File: src/sv/lmct_addr_unit.sv
// Shared multiply-add unit: registered width * b + c, used for frame sizes and mask addresses.
`default_nettype none

module lmct_addr_unit #(
  parameter int WW = 9,
  parameter int HW = 9,
  parameter int XW = 8,
  parameter int PW = 17
) (
  input  logic          clk,
  input  logic [WW-1:0] width,
  input  logic [HW-1:0] mul_b,
  input  logic [XW-1:0] add_c,
  output logic [PW-1:0] result
);

  logic [WW+HW-1:0] prod;

  // Product of the frame width and the row operand.
  assign prod = width * mul_b;

  // Offset added, then registered.
  always_ff @(posedge clk) begin
    result <= PW'(prod) + PW'(add_c);
  end

endmodule

`default_nettype wire

File: config.mk
export PLATFORM = sky130hd
export DESIGN_NAME = lmct_addr_unit
export DESIGN_NICKNAME = d
export VERILOG_FILES = /design/src/sv/lmct_addr_unit.sv
export SDC_FILE = /design/constraint.sdc
export NUM_CORES = 1
export LEC_CHECK = 0
export ABC_AREA = 1
export BUFFER_PORTS_ARGS = -buffer_cell sky130_fd_sc_hd__buf_2
export CAP_MARGIN = 20
export CORE_AREA = 2 2 72 143
export CTS_BUF_LIST = sky130_fd_sc_hd__clkbuf_16
export DETAILED_ROUTE_END_ITERATION = 6
export DIE_AREA = 0 0 74 145
export MAX_ROUTING_LAYER = met4
export PLACE_DENSITY = 0.55
export SYNTH_ARGS = -nofsm -noshare
export SYNTH_HDL_FRONTEND = slang
export SYNTH_SLANG_ARGS = --single-unit
File: constraint.sdc
create_clock -name clk -period 4.9 [get_ports clk]
set_input_delay 0.49 -clock clk [delete_from_list [all_inputs] [get_ports clk]]
set_output_delay 0.49 -clock clk [all_outputs]
set_load 0.01 [all_outputs]
==> metrics.yaml <==
outcome:
  status: "complete, no violations"
pwr:
  ir_worst_vdd_mv: 0.176
  p_seq_frac: 0.116
  leakage_nw: 2.73
  power.internal_uw: 971
  swShare: 0.536
  power.density_nw_per_um2: 508
  p_clk_frac: 0.081
  pwr-share-comb: 0.803
  switching_power_mw: 1.12
setup_path:
  critical-path-max-stage-delay_ns: 0.53
  critPathLaunchType: "primary input"
  crit_path_end_kind: "flop"
  worstPathMaxFanout: 4
  path_buf_inv: 7
  cp_cell_sequence: "buf_2, nand2_1, fa_1, inv_1, fa_1, inv_1, fa_1, inv_1, fa_1, inv_1, fa_1, inv_1, ha_1, nand2_1, inv_1, a21oi_1, nand2_1, nand2_1, nand2_1, nand2_1, nand2_1"
  cp_data_arrival_time_ns: 4.50
  startpoint: "width[7]"
  critPathTopFamily: "adder cells"
  crit_slowest_cell: "fa_1"
  crit_type: "primary input to flop"
  crit_required_ns: 5.05
  crit_top_cell: "nand2_1"
timing:
  hold_ws_ns: 0.462
  hold_viol_final: 0
  clock.fmax_mhz: 230
  rsz0062_at_grt: "false"
  tightest_slew_ns: 0.255
  relSlewSlack: 0.830
  setup_viol: 0
  period_minus_slack_ns: 4.35
  slew_viol_final: 0
  final.setup.tns_ns: 0
  period_share: 0.888
  setup_ws_ns: 0.550
placement:
  gp_congestion: 0.897
  place_ws_ns: 0.238
  io_buffers: 43
  dp_hpwl_um: 7830
  placed_area_sq_um: 4040
logic_synthesis:
  ys_types: 22
  synth_seq_cells: 17
  yosysSeqAreaShare: 0.0929
  ys_warn_count: 0
  synthCells: 522
  synth.avg_cell_area_sq_um: 7.02
  synth_fp_nets: 653
  netlist_area_sq_um: 3660
route:
  drc: 0
  firstDrtPassIters: 4
  drt_iter0_drc: 157
  routedWlPerCell_um: 12.6
  viasPerCell: 4.50
  via_count: 3114
  routed_wl_um: 8730
  ant_nets: 0
grt:
  antenna_found_initial: 0
  grt_max_degree: 11
  track_usage: 0.177
  grt_pass1_wl_um: 14400
  grt_overflow: 0
  grt_pass1_vias: 3213
worst_hold_path:
  worst_hold_path_type: "primary input to flop"
  whs_path_depth: 2
  hp-start: "add_c[0]"
  whs_endpoint: "result[0]"
final_layout:
  nets: 692
  final_util: 0.427
  area_growth_syn_to_layout_pct: 12.4
  top_regs: "result: 17 flops"
  largest_reg_flops: 17
  layout_common_cells: "nand2_1 (183), inv_1 (147), fa_1 (53), ha_1 (51), buf_2 (43)"
  fillCellCount: 1035
  layout_commonest_cell: "nand2_1"
  fin_area_sq_um: 4120
  n_antenna_cell: 0
  drive_gt1_frac: 0.111
  largest-register: "result"
die:
  die_y_um: 145
  die-width_um: 74
  coreArea_sq_um: 9640
  start_util: 0.380
  dieArea_sq_um: 10700
  pin_count: 44
  fp-row-count: 51
clocking:
  cts_setup_buffers: 0
  clkTransAtPathRegs_ns: 0.05
  cts-resized-gates: 0
  postCtsHoldBufs: 0
  cts_tree: "done"
  cts_buffers: 3
  cts-root-buf: "clkbuf_16"
  cts.path.max_buffers: 2
  htreeDepth: 1
  cts_sinks: 17
run:
  cap_violations: 0
synthesized netlist by cell type, drive strengths merged:
master  instances  share of area
a21oi           9          0.012
nand3          17          0.025
nor2            9         0.0099
buf             2         0.0041
o21ai           2         0.0038
nand2         183           0.19
ha             51           0.17
clkbuf         16          0.016
nand4           2         0.0034
fa             53           0.29
dfxtp          17          0.093
xor2            6          0.014
nand3b          1         0.0020
xnor2           2         0.0048
and2            1         0.0017
inv           148           0.15
nor3            3         0.0068
final cells by class:
type / instances / area [sq um] / area share
Sequential cell: 17 / 340 / 0.0827
Multi-Input combinational cell: 339 / 2690 / 0.654
Timing Repair Buffer: 52 / 283 / 0.0687
Clock inverter: 1 / 5.00 / 0.00122
Tap cell: 132 / 165 / 0.0401
Inverter: 148 / 556 / 0.135
Clock buffer: 3 / 75.1 / 0.0182
logic make-up after synthesis:
| family | share of synthesized area |
|---|---|
| xor gates and xnor gates | 0.0191 |
| and+or+nand+nor | 0.236 |
| AOI/OAI and AO/OA | 0.0161 |
| adders and majority gates | 0.464 |
| DFF | 0.0929 |
| buffers and inverters | 0.172 |
metrics by stage:
step	power (mW)	cells
finish	2.09	692
global placement	1.93	688
detailed placement	1.95	688
global route	2.38	692
CTS	2.14	692
floorplan	1.49	522
power groups by stage:
stage	combinational [mW]	clock (mW)	sequential, mW
4_1_cts	1.72	0.174	0.245
6_report	1.68	0.169	0.243
2_1_floorplan	1.21	0	0.280
3_5_place_dp	1.71	0	0.247
5_1_grt	1.95	0.177	0.250
3_3_place_gp	1.69	0	0.246
worst max-delay path by stage:
stage | to | slack [ns] | cells past startpoint
global route | result[16] | 0.29 | 21
CTS | result[16] | 0.51 | 21
floorplan | result[16] | 0.28 | 21
global placement | result[16] | 0.24 | 21
detailed placement | result[16] | 0.24 | 21
finish | result[16] | 0.55 | 21
metal layers:
layer / vias up / global-route usage / routed length, um
li1: 1566 / - / -
met1: 1477 / 0.164 / 2850
met2: 53 / 0.356 / 5460
met3: 18 / 0.00972 / 158
met4: 0 / 0.0609 / 256
met5: - / - / 0
Note: power is estimated with default switching activity, not from simulation.
